**config.mk**
```make
export PLATFORM = sky130hd
export DESIGN_NAME = sixteen_bit_alu_with_ex
export DESIGN_NICKNAME = d
export VERILOG_FILES = /design/src/hdl/salu_pkg.sv /design/src/hdl/salu_prep.sv /design/src/hdl/salu_cell.sv /design/src/hdl/salu_post.sv /design/src/hdl/sixteen_bit_alu_with_ex.sv
export SDC_FILE = /design/constraint.sdc
export NUM_CORES = 2
export LEC_CHECK = 0
export BUFFER_PORTS_ARGS = -buffer_cell sky130_fd_sc_hd__buf_2
export CAP_MARGIN = 15
export CORE_ASPECT_RATIO = 1.25
export CORE_MARGIN = 5
export CORE_UTILIZATION = 30
export DETAILED_ROUTE_END_ITERATION = 16
export PLACE_DENSITY = 0.43
export RECOVER_POWER = 100
export SYNTH_ARGS = -nofsm -noshare
export SYNTH_HDL_FRONTEND = slang
export SYNTH_HIERARCHICAL = 1
export SYNTH_SLANG_ARGS = --single-unit
```
**constraint.sdc**
```tcl
create_clock -name clock -period 51.6 [get_ports clock]
set_clock_uncertainty 0.15 [all_clocks]
set_input_delay 10.32 -clock clock [delete_from_list [all_inputs] [get_ports clock]]
set_output_delay 10.32 -clock clock [all_outputs]
set_load 0.1 [all_outputs]
```
**src/hdl/salu_pkg.sv**
```systemverilog
// shared types and constants for the sixteen-bit alu with ex word
package salu_pkg;

   localparam logic [4:0] CMD_SET = 5'd0;
   localparam logic [4:0] CMD_ADD = 5'd1;
   localparam logic [4:0] CMD_SUB = 5'd2;
   localparam logic [4:0] CMD_MUL = 5'd3;
   localparam logic [4:0] CMD_MLI = 5'd4;
   localparam logic [4:0] CMD_DIV = 5'd5;
   localparam logic [4:0] CMD_DVI = 5'd6;
   localparam logic [4:0] CMD_MOD = 5'd7;
   localparam logic [4:0] CMD_MDI = 5'd8;
   localparam logic [4:0] CMD_AND = 5'd9;
   localparam logic [4:0] CMD_BOR = 5'd10;
   localparam logic [4:0] CMD_XOR = 5'd11;
   localparam logic [4:0] CMD_SHR = 5'd12;
   localparam logic [4:0] CMD_ASR = 5'd13;
   localparam logic [4:0] CMD_SHL = 5'd14;
   localparam logic [4:0] CMD_ADX = 5'd15;
   localparam logic [4:0] CMD_SBX = 5'd16;

   localparam int DIV_STEPS = 32;
   // cell after which the remainder of the upper half is b mod a
   localparam int MID_STEP  = 16;
   localparam logic [15:0] ALL_ONES = 16'hffff;

   typedef struct packed {
      logic [4:0]  command;
      logic [15:0] operand_b;
      logic [15:0] operand_a;
      logic [15:0] ex_in;
   } req_type;

   typedef struct packed {
      logic [15:0] result;
      logic [15:0] ex_out;
   } rsp_type;

   typedef struct packed {
      logic [4:0]  command;
      logic [15:0] res;
      logic [15:0] exo;
      logic        dz;
      logic        neg_q;
      logic        neg_r;
      logic [15:0] divisor;
      logic [15:0] rem;
      logic [31:0] dvd;
      logic [15:0] rem_mid;
   } stage_type;

endpackage

```
**src/hdl/salu_prep.sv**
```systemverilog
// front end: simple ops, multiply, shifts and divider setup
module salu_prep (
   input  salu_pkg::req_type   req,
   output salu_pkg::stage_type stage
);

   logic signed [16:0] mul_x;
   logic signed [16:0] mul_y;
   logic signed [33:0] prod;
   logic [16:0]        sum_ab;
   logic [17:0]        sum_adx;
   logic [16:0]        sum_aex;
   logic [31:0]        shr_v;
   logic signed [47:0] asr_v;
   logic [47:0]        shl_v;
   logic [5:0]         asr_n;
   logic               big_shift;
   logic               is_signed;
   logic [15:0]        mag_b;
   logic [15:0]        mag_a;

   always_comb begin
      is_signed = (req.command == salu_pkg::CMD_MLI) || (req.command == salu_pkg::CMD_DVI)
                  || (req.command == salu_pkg::CMD_MDI);
      mul_x = $signed({is_signed & req.operand_b[15], req.operand_b});
      mul_y = $signed({is_signed & req.operand_a[15], req.operand_a});
      prod = mul_x * mul_y;
      sum_ab = {1'b0, req.operand_b} + {1'b0, req.operand_a};
      sum_adx = {2'b0, req.operand_b} + {2'b0, req.operand_a} + {2'b0, req.ex_in};
      sum_aex = {1'b0, req.operand_a} + {1'b0, req.ex_in};
      big_shift = |req.operand_a[15:5];
      shr_v = {req.operand_b, 16'h0000} >> req.operand_a[4:0];
      asr_n = big_shift ? 6'd32 : {1'b0, req.operand_a[4:0]};
      asr_v = $signed({{16{req.operand_b[15]}}, req.operand_b, 16'h0000}) >>> asr_n;
      shl_v = {32'h0, req.operand_b} << req.operand_a[4:0];
      mag_b = (is_signed && req.operand_b[15]) ? 16'(-req.operand_b) : req.operand_b;
      mag_a = (is_signed && req.operand_a[15]) ? 16'(-req.operand_a) : req.operand_a;

      stage.command = req.command;
      stage.res = req.operand_b;
      stage.exo = req.ex_in;
      stage.dz = (req.operand_a == 16'h0000);
      stage.neg_q = req.operand_b[15] ^ req.operand_a[15];
      stage.neg_r = req.operand_b[15];
      stage.divisor = mag_a;
      stage.rem = 16'h0000;
      stage.dvd = {mag_b, 16'h0000};
      stage.rem_mid = 16'h0000;

      case (req.command)
         salu_pkg::CMD_SET: stage.res = req.operand_a;
         salu_pkg::CMD_ADD: begin
            stage.res = sum_ab[15:0];
            stage.exo = {15'h0000, sum_ab[16]};
         end
         salu_pkg::CMD_SUB: begin
            stage.res = req.operand_b - req.operand_a;
            stage.exo = (req.operand_a > req.operand_b) ? salu_pkg::ALL_ONES : 16'h0000;
         end
         salu_pkg::CMD_MUL, salu_pkg::CMD_MLI: begin
            stage.res = prod[15:0];
            stage.exo = prod[31:16];
         end
         salu_pkg::CMD_AND: stage.res = req.operand_b & req.operand_a;
         salu_pkg::CMD_BOR: stage.res = req.operand_b | req.operand_a;
         salu_pkg::CMD_XOR: stage.res = req.operand_b ^ req.operand_a;
         salu_pkg::CMD_SHR: begin
            stage.res = big_shift ? 16'h0000 : shr_v[31:16];
            stage.exo = big_shift ? 16'h0000 : shr_v[15:0];
         end
         salu_pkg::CMD_ASR: begin
            stage.res = asr_v[31:16];
            stage.exo = asr_v[15:0];
         end
         salu_pkg::CMD_SHL: begin
            stage.res = big_shift ? 16'h0000 : shl_v[15:0];
            stage.exo = big_shift ? 16'h0000 : shl_v[31:16];
         end
         salu_pkg::CMD_ADX: begin
            stage.res = sum_adx[15:0];
            stage.exo = (|sum_adx[17:16]) ? 16'h0001 : 16'h0000;
         end
         salu_pkg::CMD_SBX: begin
            stage.res = req.operand_b - req.operand_a + req.ex_in;
            stage.exo = (sum_aex < {1'b0, req.operand_b}) ? salu_pkg::ALL_ONES : 16'h0000;
         end
         default: ;
      endcase
   end

endmodule

```
**src/hdl/salu_cell.sv**
```systemverilog
// one restoring division step with its pipeline register
module salu_cell (
   input  logic                clock,
   input  logic                reset,
   input  logic                adv,
   input  logic                snap,
   input  logic                in_valid,
   input  salu_pkg::stage_type in_stage,
   output logic                out_valid,
   output salu_pkg::stage_type out_stage
);

   logic                valid_ff;
   salu_pkg::stage_type stage_ff;
   salu_pkg::stage_type stage_in;
   logic [16:0]         shifted;
   logic [16:0]         diff;
   logic                take;

   always_comb begin
      shifted = {in_stage.rem, in_stage.dvd[31]};
      diff = shifted - {1'b0, in_stage.divisor};
      take = (shifted >= {1'b0, in_stage.divisor});
      stage_in = in_stage;
      stage_in.rem = take ? diff[15:0] : shifted[15:0];
      stage_in.dvd = {in_stage.dvd[30:0], take};
      if (snap) begin
         stage_in.rem_mid = stage_in.rem;
      end
   end

   always_ff @(posedge clock) begin
      if (reset) begin
         valid_ff <= 1'b0;
      end else if (adv) begin
         valid_ff <= in_valid;
      end
   end

   always_ff @(posedge clock) begin
      if (adv) begin
         stage_ff <= stage_in;
      end
   end

   assign out_valid = valid_ff;
   assign out_stage = stage_ff;

endmodule

```
**src/hdl/salu_post.sv**
```systemverilog
// back end: picks divide and modulo results and applies signs
module salu_post (
   input  salu_pkg::stage_type stage,
   output salu_pkg::rsp_type   rsp
);

   logic [31:0] q_neg;
   logic [15:0] r_neg;

   always_comb begin
      q_neg = -stage.dvd;
      r_neg = -stage.rem_mid;
      rsp.result = stage.res;
      rsp.ex_out = stage.exo;
      case (stage.command)
         salu_pkg::CMD_DIV: begin
            rsp.result = stage.dz ? 16'h0000 : stage.dvd[31:16];
            rsp.ex_out = stage.dz ? 16'h0000 : stage.dvd[15:0];
         end
         salu_pkg::CMD_DVI: begin
            if (stage.dz) begin
               rsp.result = 16'h0000;
               rsp.ex_out = 16'h0000;
            end else if (stage.neg_q) begin
               rsp.result = 16'(-stage.dvd[31:16]);
               rsp.ex_out = q_neg[15:0];
            end else begin
               rsp.result = stage.dvd[31:16];
               rsp.ex_out = stage.dvd[15:0];
            end
         end
         salu_pkg::CMD_MOD: rsp.result = stage.dz ? 16'h0000 : stage.rem_mid;
         salu_pkg::CMD_MDI: begin
            rsp.result = stage.dz ? 16'h0000 : (stage.neg_r ? r_neg : stage.rem_mid);
         end
         default: ;
      endcase
   end

endmodule

```
**src/hdl/sixteen_bit_alu_with_ex.sv**
```systemverilog
// top level: sixteen-bit alu with ex word, divider as a chain of step cells
//
//   channel  dir  handshake            payload
//   req      in   req_valid/req_ready  req_data (command, operand_b, operand_a, ex_in)
//   rsp      out  rsp_valid/rsp_ready  rsp_data (result, ex_out)
//
// one item enters per cycle unless the output stalls; rsp_valid follows the accepting
// edge through the 32 division step cell registers and the output register, the
// front stage is combinational and shares the accepting edge with the first cell.
// synchronous reset clears all valid bits; payload registers are not reset.
// a stalled output freezes the whole chain, req_ready follows it.
module sixteen_bit_alu_with_ex (
   input  logic               clock,
   input  logic               reset,
   input  logic               req_valid,
   output logic               req_ready,
   input  salu_pkg::req_type  req_data,
   output logic               rsp_valid,
   input  logic               rsp_ready,
   output salu_pkg::rsp_type  rsp_data
);

   logic                adv;
   logic                valid_chain [salu_pkg::DIV_STEPS+1];
   salu_pkg::stage_type stage_chain [salu_pkg::DIV_STEPS+1];
   salu_pkg::rsp_type   rsp_in;
   salu_pkg::rsp_type   rsp_ff;
   logic                rsp_valid_ff;

   assign adv = !rsp_valid_ff || rsp_ready;
   assign req_ready = adv;
   assign valid_chain[0] = req_valid;

   salu_prep u_prep (
      .req   (req_data),
      .stage (stage_chain[0])
   );

   for (genvar i = 0; i < salu_pkg::DIV_STEPS; i++) begin : g_cell
      salu_cell u_cell (
         .clock     (clock),
         .reset     (reset),
         .adv       (adv),
         .snap      (i == salu_pkg::MID_STEP - 1),
         .in_valid  (valid_chain[i]),
         .in_stage  (stage_chain[i]),
         .out_valid (valid_chain[i+1]),
         .out_stage (stage_chain[i+1])
      );
   end

   salu_post u_post (
      .stage (stage_chain[salu_pkg::DIV_STEPS]),
      .rsp   (rsp_in)
   );

   always_ff @(posedge clock) begin
      if (reset) begin
         rsp_valid_ff <= 1'b0;
      end else if (adv) begin
         rsp_valid_ff <= valid_chain[salu_pkg::DIV_STEPS];
      end
   end

   always_ff @(posedge clock) begin
      if (adv) begin
         rsp_ff <= rsp_in;
      end
   end

   assign rsp_valid = rsp_valid_ff;
   assign rsp_data = rsp_ff;

endmodule
```
======== After elaboration in Yosys (flattened, before gate mapping) ========
Cells that the tools add are included.
operators by class
  add/subtract/negate cells ............... 42
  multiply operators ...................... 1
  magnitude comparators ................... 34
  equal/unequal tests ..................... 18
  shifts and indexed selects .............. 3
  multiplexer cells ....................... 52
  bitwise logic cells ..................... 6
  reduce and logical (&&, ||, !) cells .... 11
operators with widths
  operator                                        number
  two-way mux 16 bit                              43
  >= comparator 17 x 16 -> 1 bit                  31
  subtractor 16 bit                               31
  case mux 16 bit (12 select lines)               1
  case mux 16 bit (8 select lines)                1
  negation 16 bit                                 5
  two-way mux 32 bit                              2
  case mux 16 bit (4 select lines)                1
  adder 16 x 16 -> 17 bit                         3
  == test 5 x 4 -> 1 bit (second input constant)  9
  multiplier 17 x 17 -> 32 bit                    1
  case mux 16 bit (2 select lines)                1
  left shift 16 x 5 -> 32 bit                     1
  >> shifter 32 x 5 -> 32 bit                     1
  >>> shifter 32 x 6 -> 32 bit                    1
  == test 5 x 3 -> 1 bit (second input constant)  5
  adder 18 x 16 -> 18 bit                         1
  < comparator 17 x 16 -> 1 bit                   1
  adder 16 bit                                    1
  bitwise AND 16 bit                              1
  >= comparator 1 x 16 -> 1 bit                   1
  greater-than comparator 16 bit                  1
  zero test 16 bit                                1
  OR 16 bit                                       1
  other kinds (15)                                22
word-level totals
  register bits after elaboration ......... 3241
  bits of input ports ..................... 57
  output and inout port bits .............. 34

======== Longest topological paths before layout ========
  depth after elaboration ................. 7
  gate-level depth with buffers ........... 27
  mapped depth without buffers ............ 25

======== Modules after synthesis ========
The synthesis kept the hierarchy.
by module, submodules not included
  module                             instances  cells each  area an instance (um^2)  seq. area each (um^2)
  salu_cell at g_cell[0].u_cell ...  29         302         4963.5                   3623.5
  salu_prep                          1          2623        20465.9                  0.0
  salu_cell at g_cell[21].u_cell     1          365         5220.0                   3623.5
  salu_cell at g_cell[22].u_cell     1          325         5124.9                   3623.5
  salu_cell at g_cell[23].u_cell     1          345         5118.7                   3623.5
  salu_post                          1          282         1805.5                   0.0
  sixteen_bit_alu_with_ex            1          38          1014.7                   980.9

======== Worst setup path before layout ========
No wires, ideal clock.
  path kind ............................... input -> output
  from .................................... input rsp_ready
  to ...................................... output req_ready
  data arrival time ....................... 36.731 ns
  required time ........................... 41.130 ns
  setup slack ............................. 4.399 ns
  cell stages on the path ................. 1
  buffers on the path ..................... 0
  path through ............................ nand2b_4
between the ends
  word-level cells in the longest chain between the ends .. 1
ends and longest elaborated chain
  element           line                           RTL
  start, declared   sixteen_bit_alu_with_ex.sv:19  input logic rsp_ready,
  logical OR 1 bit  sixteen_bit_alu_with_ex.sv:30  assign adv = !rsp_valid_ff || rsp_ready;
  end, declared     sixteen_bit_alu_with_ex.sv:16  output logic req_ready,
No other way between the ends.

======== Worst setup path after layout ========
  from .................................... input rsp_ready
  to ...................................... register g_cell[18].u_cell.stage_ff, in the netlist g_cell[18].u_cell/out_stage[57] (enable)
between the ends
  word-level cells in the longest chain between the ends .. 1
ends and longest elaborated chain
  element               line                           RTL
  logical OR 1 bit      sixteen_bit_alu_with_ex.sv:30
  end signal, assigned  salu_cell.sv:42                stage_ff <= stage_in;
  end, declared         salu_cell.sv:14                salu_pkg::stage_type stage_ff;
No other way between the ends.
A chain may end at the register's enable or synchronous reset.

==> results.sh <==
export IMPL_outcome="finished, violations left"
export IMPL_violations="max-capacitance violations, max-slew violations"
export IMPL_start_kind="primary input"
export IMPL_peakVddDrop_uv=71.49
export IMPL_total_leakage_power_uw=0.07814
export IMPL_dp_hpwl_um=345600
export IMPL_critical_path_class="in2reg"
export IMPL_syn_inst=12700
export IMPL_drc=0
export IMPL_dieArea_um2=621400
export IMPL_setup_violations=0
export IMPL_critPathMaxStageDelay_ns=5.53
export IMPL_power_density_nw_per_um2=61.12
export IMPL_maxSlewHeadroom_pct=-502.2
export IMPL_cp_max_fo=153
export IMPL_finalHoldViolCount=0
export IMPL_tns_ns=0
export IMPL_cts_hold_buf=0
export IMPL_layout_drive_gt1_share_pct=9.203
export IMPL_port_buffer_count=90
export IMPL_drtIter0Drc=6104
export IMPL_synthToLayoutAreaGrowth_pct=11.82
export IMPL_nNetsFinal=14170
export IMPL_mostFrequentLayoutCell="edfxtp_1"
export IMPL_worstPathRequired_ns=52.03
export IMPL_wl_per_cell_um=21.67
export IMPL_cts_max_path_buffers=4
export IMPL_worstMarginPinSlew_ns=9.033
export IMPL_row_count=319
export IMPL_cts_resized=0
export IMPL_pin_count=91
export IMPL_gp_congestion=0.9408
export IMPL_start_util_pct=30.09
export IMPL_clkLatencyLatePin_ns=0.97
export IMPL_cts_root_buf="clkbuf_16"
export IMPL_cpMostUsedCell="clkbuf_1"
export IMPL_gr_total_overflow=0
export IMPL_fmax_mhz=30.87
export IMPL_drv_slew=4752
export IMPL_rsz0062_at_grt="false"
export IMPL_min_period_over_period_pct=62.78
export IMPL_synth_area_um2=181700
export IMPL_total_power_uw=12420
export IMPL_syn_avg_cell_area_um2=14.31
export IMPL_fin_crit_ns=32.40
export IMPL_firstDrtPassIters=5
export IMPL_ys_warn_count=6
export IMPL_cts_sinks=3873
export IMPL_grt_antenna_before_repair=30
export IMPL_crit_slowest_cell="clkbuf_1"
export IMPL_tritoncts="built"
export IMPL_routed_wl_um=467400
export IMPL_critPathArrivalTime_ns=32.83
export IMPL_grt_max_degree=173
export IMPL_core_area_um2=603900
export IMPL_chipHeight_um=880.1
export IMPL_grt_pass1_wl_um=684000
export IMPL_path_cells="buf_2 -> nand2b_1 -> clkbuf_1 -> clkbuf_1 -> clkbuf_1 -> clkbuf_1 -> clkbuf_1 -> clkbuf_1 -> clkbuf_1 -> buf_4"
export IMPL_htreeDepth=5
export IMPL_grt_usage_pct=14.62
export IMPL_final_cell_mix="3840 x edfxtp_1, 1082 x inv_1, 793 x nand2_1"
export IMPL_die_x_um=706.1
export IMPL_grt_pass1_vias=103100
export IMPL_ant_nets=0
export IMPL_cts_setup_buffers=0
export IMPL_hold_class="reg2reg"
export IMPL_timing_max_cap_violations=97
export IMPL_cts_made_buffers=417
export IMPL_vias=99990
export IMPL_cp_end_kind="flip-flop"
export IMPL_viasPerCell=4.636
export IMPL_clkTransAtPathRegs_ns=0.06
[area by class of cell]
| type | instances | area (um^2) |
|---|---|---|
| multi-input cells | 7447 | 58220 |
| flip-flops and latches | 3873 | 116000 |
| clock buffers | 505 | 10830 |
| inverters | 1096 | 4115 |
| repair buffers | 232 | 1212 |
| well taps | 8025 | 10040 |
| fillers | 59070 | 400700 |
| diodes | 134 | 335.3 |
| clock inverters | 255 | 2460 |
[path summary, 6_finish.rpt]
path / start / to / slack [ns] / cells after the start
worst max register to register: rsp_valid$_SDFFE_PP0P_ / g_cell[18].u_cell/out_stage[57]$_DFFE_PP_ / 28.37 / 9
worst min-delay path: g_cell[16].u_cell/out_stage[16]$_DFFE_PP_ / g_cell[17].u_cell/out_stage[17]$_DFFE_PP_ / 0.23 / 0
worst max-delay path: rsp_ready / g_cell[18].u_cell/out_stage[57]$_DFFE_PP_ / 19.20 / 10
worst min register to register: g_cell[16].u_cell/out_stage[16]$_DFFE_PP_ / g_cell[17].u_cell/out_stage[17]$_DFFE_PP_ / 0.23 / 0
[worst max-delay path: cells and delay by family]
| family | cells | cell delay (ns) |
|---|---|---|
| AND/OR/NAND/NOR | 1 | 1.32 |
| buffers and inverters | 9 | 20.66 |
[registers in the layout, indices dropped and copies added (netlist names)]
register and count:
g_cell.u_cell/out_stage 3808, g_cell.u_cell/out_valid 32, rsp_data 32, rsp_valid 1
[through the flow]
step	worst slack (ns)	util [%]	instance area, um^2	std cells	hold slack [ns]
after floorplan	4.613	-	182400	12870	0.2503
after global placement	29.24	31.70	191400	20670	0.2502
after detailed placement	29.25	31.70	191400	20670	0.2545
after CTS	29.25	33.90	204700	21430	0.2055
after global routing	16.32	33.64	203200	21560	0.2200
final	19.20	33.65	203200	21570	0.2270
[per-layer routing]
metal / wire (um) / vias to the layer above / track usage, %
met5: 11 / - / 0
met4: 27790 / 2 / 7.488
met1: 170000 / 49400 / 15.40
li1: - / 47840 / -
met3: 15510 / 883 / 1.902
met2: 254000 / 1869 / 28.16
[power breakdown]
| part | switching (uW) | internal [uW] |
|---|---|---|
| sequential | 444 | 4690 |
| combinational | 2620 | 1770 |
| clock | 1250 | 1650 |
| total | 4310 | 8110 |
(Power assumes the default switching activity.)
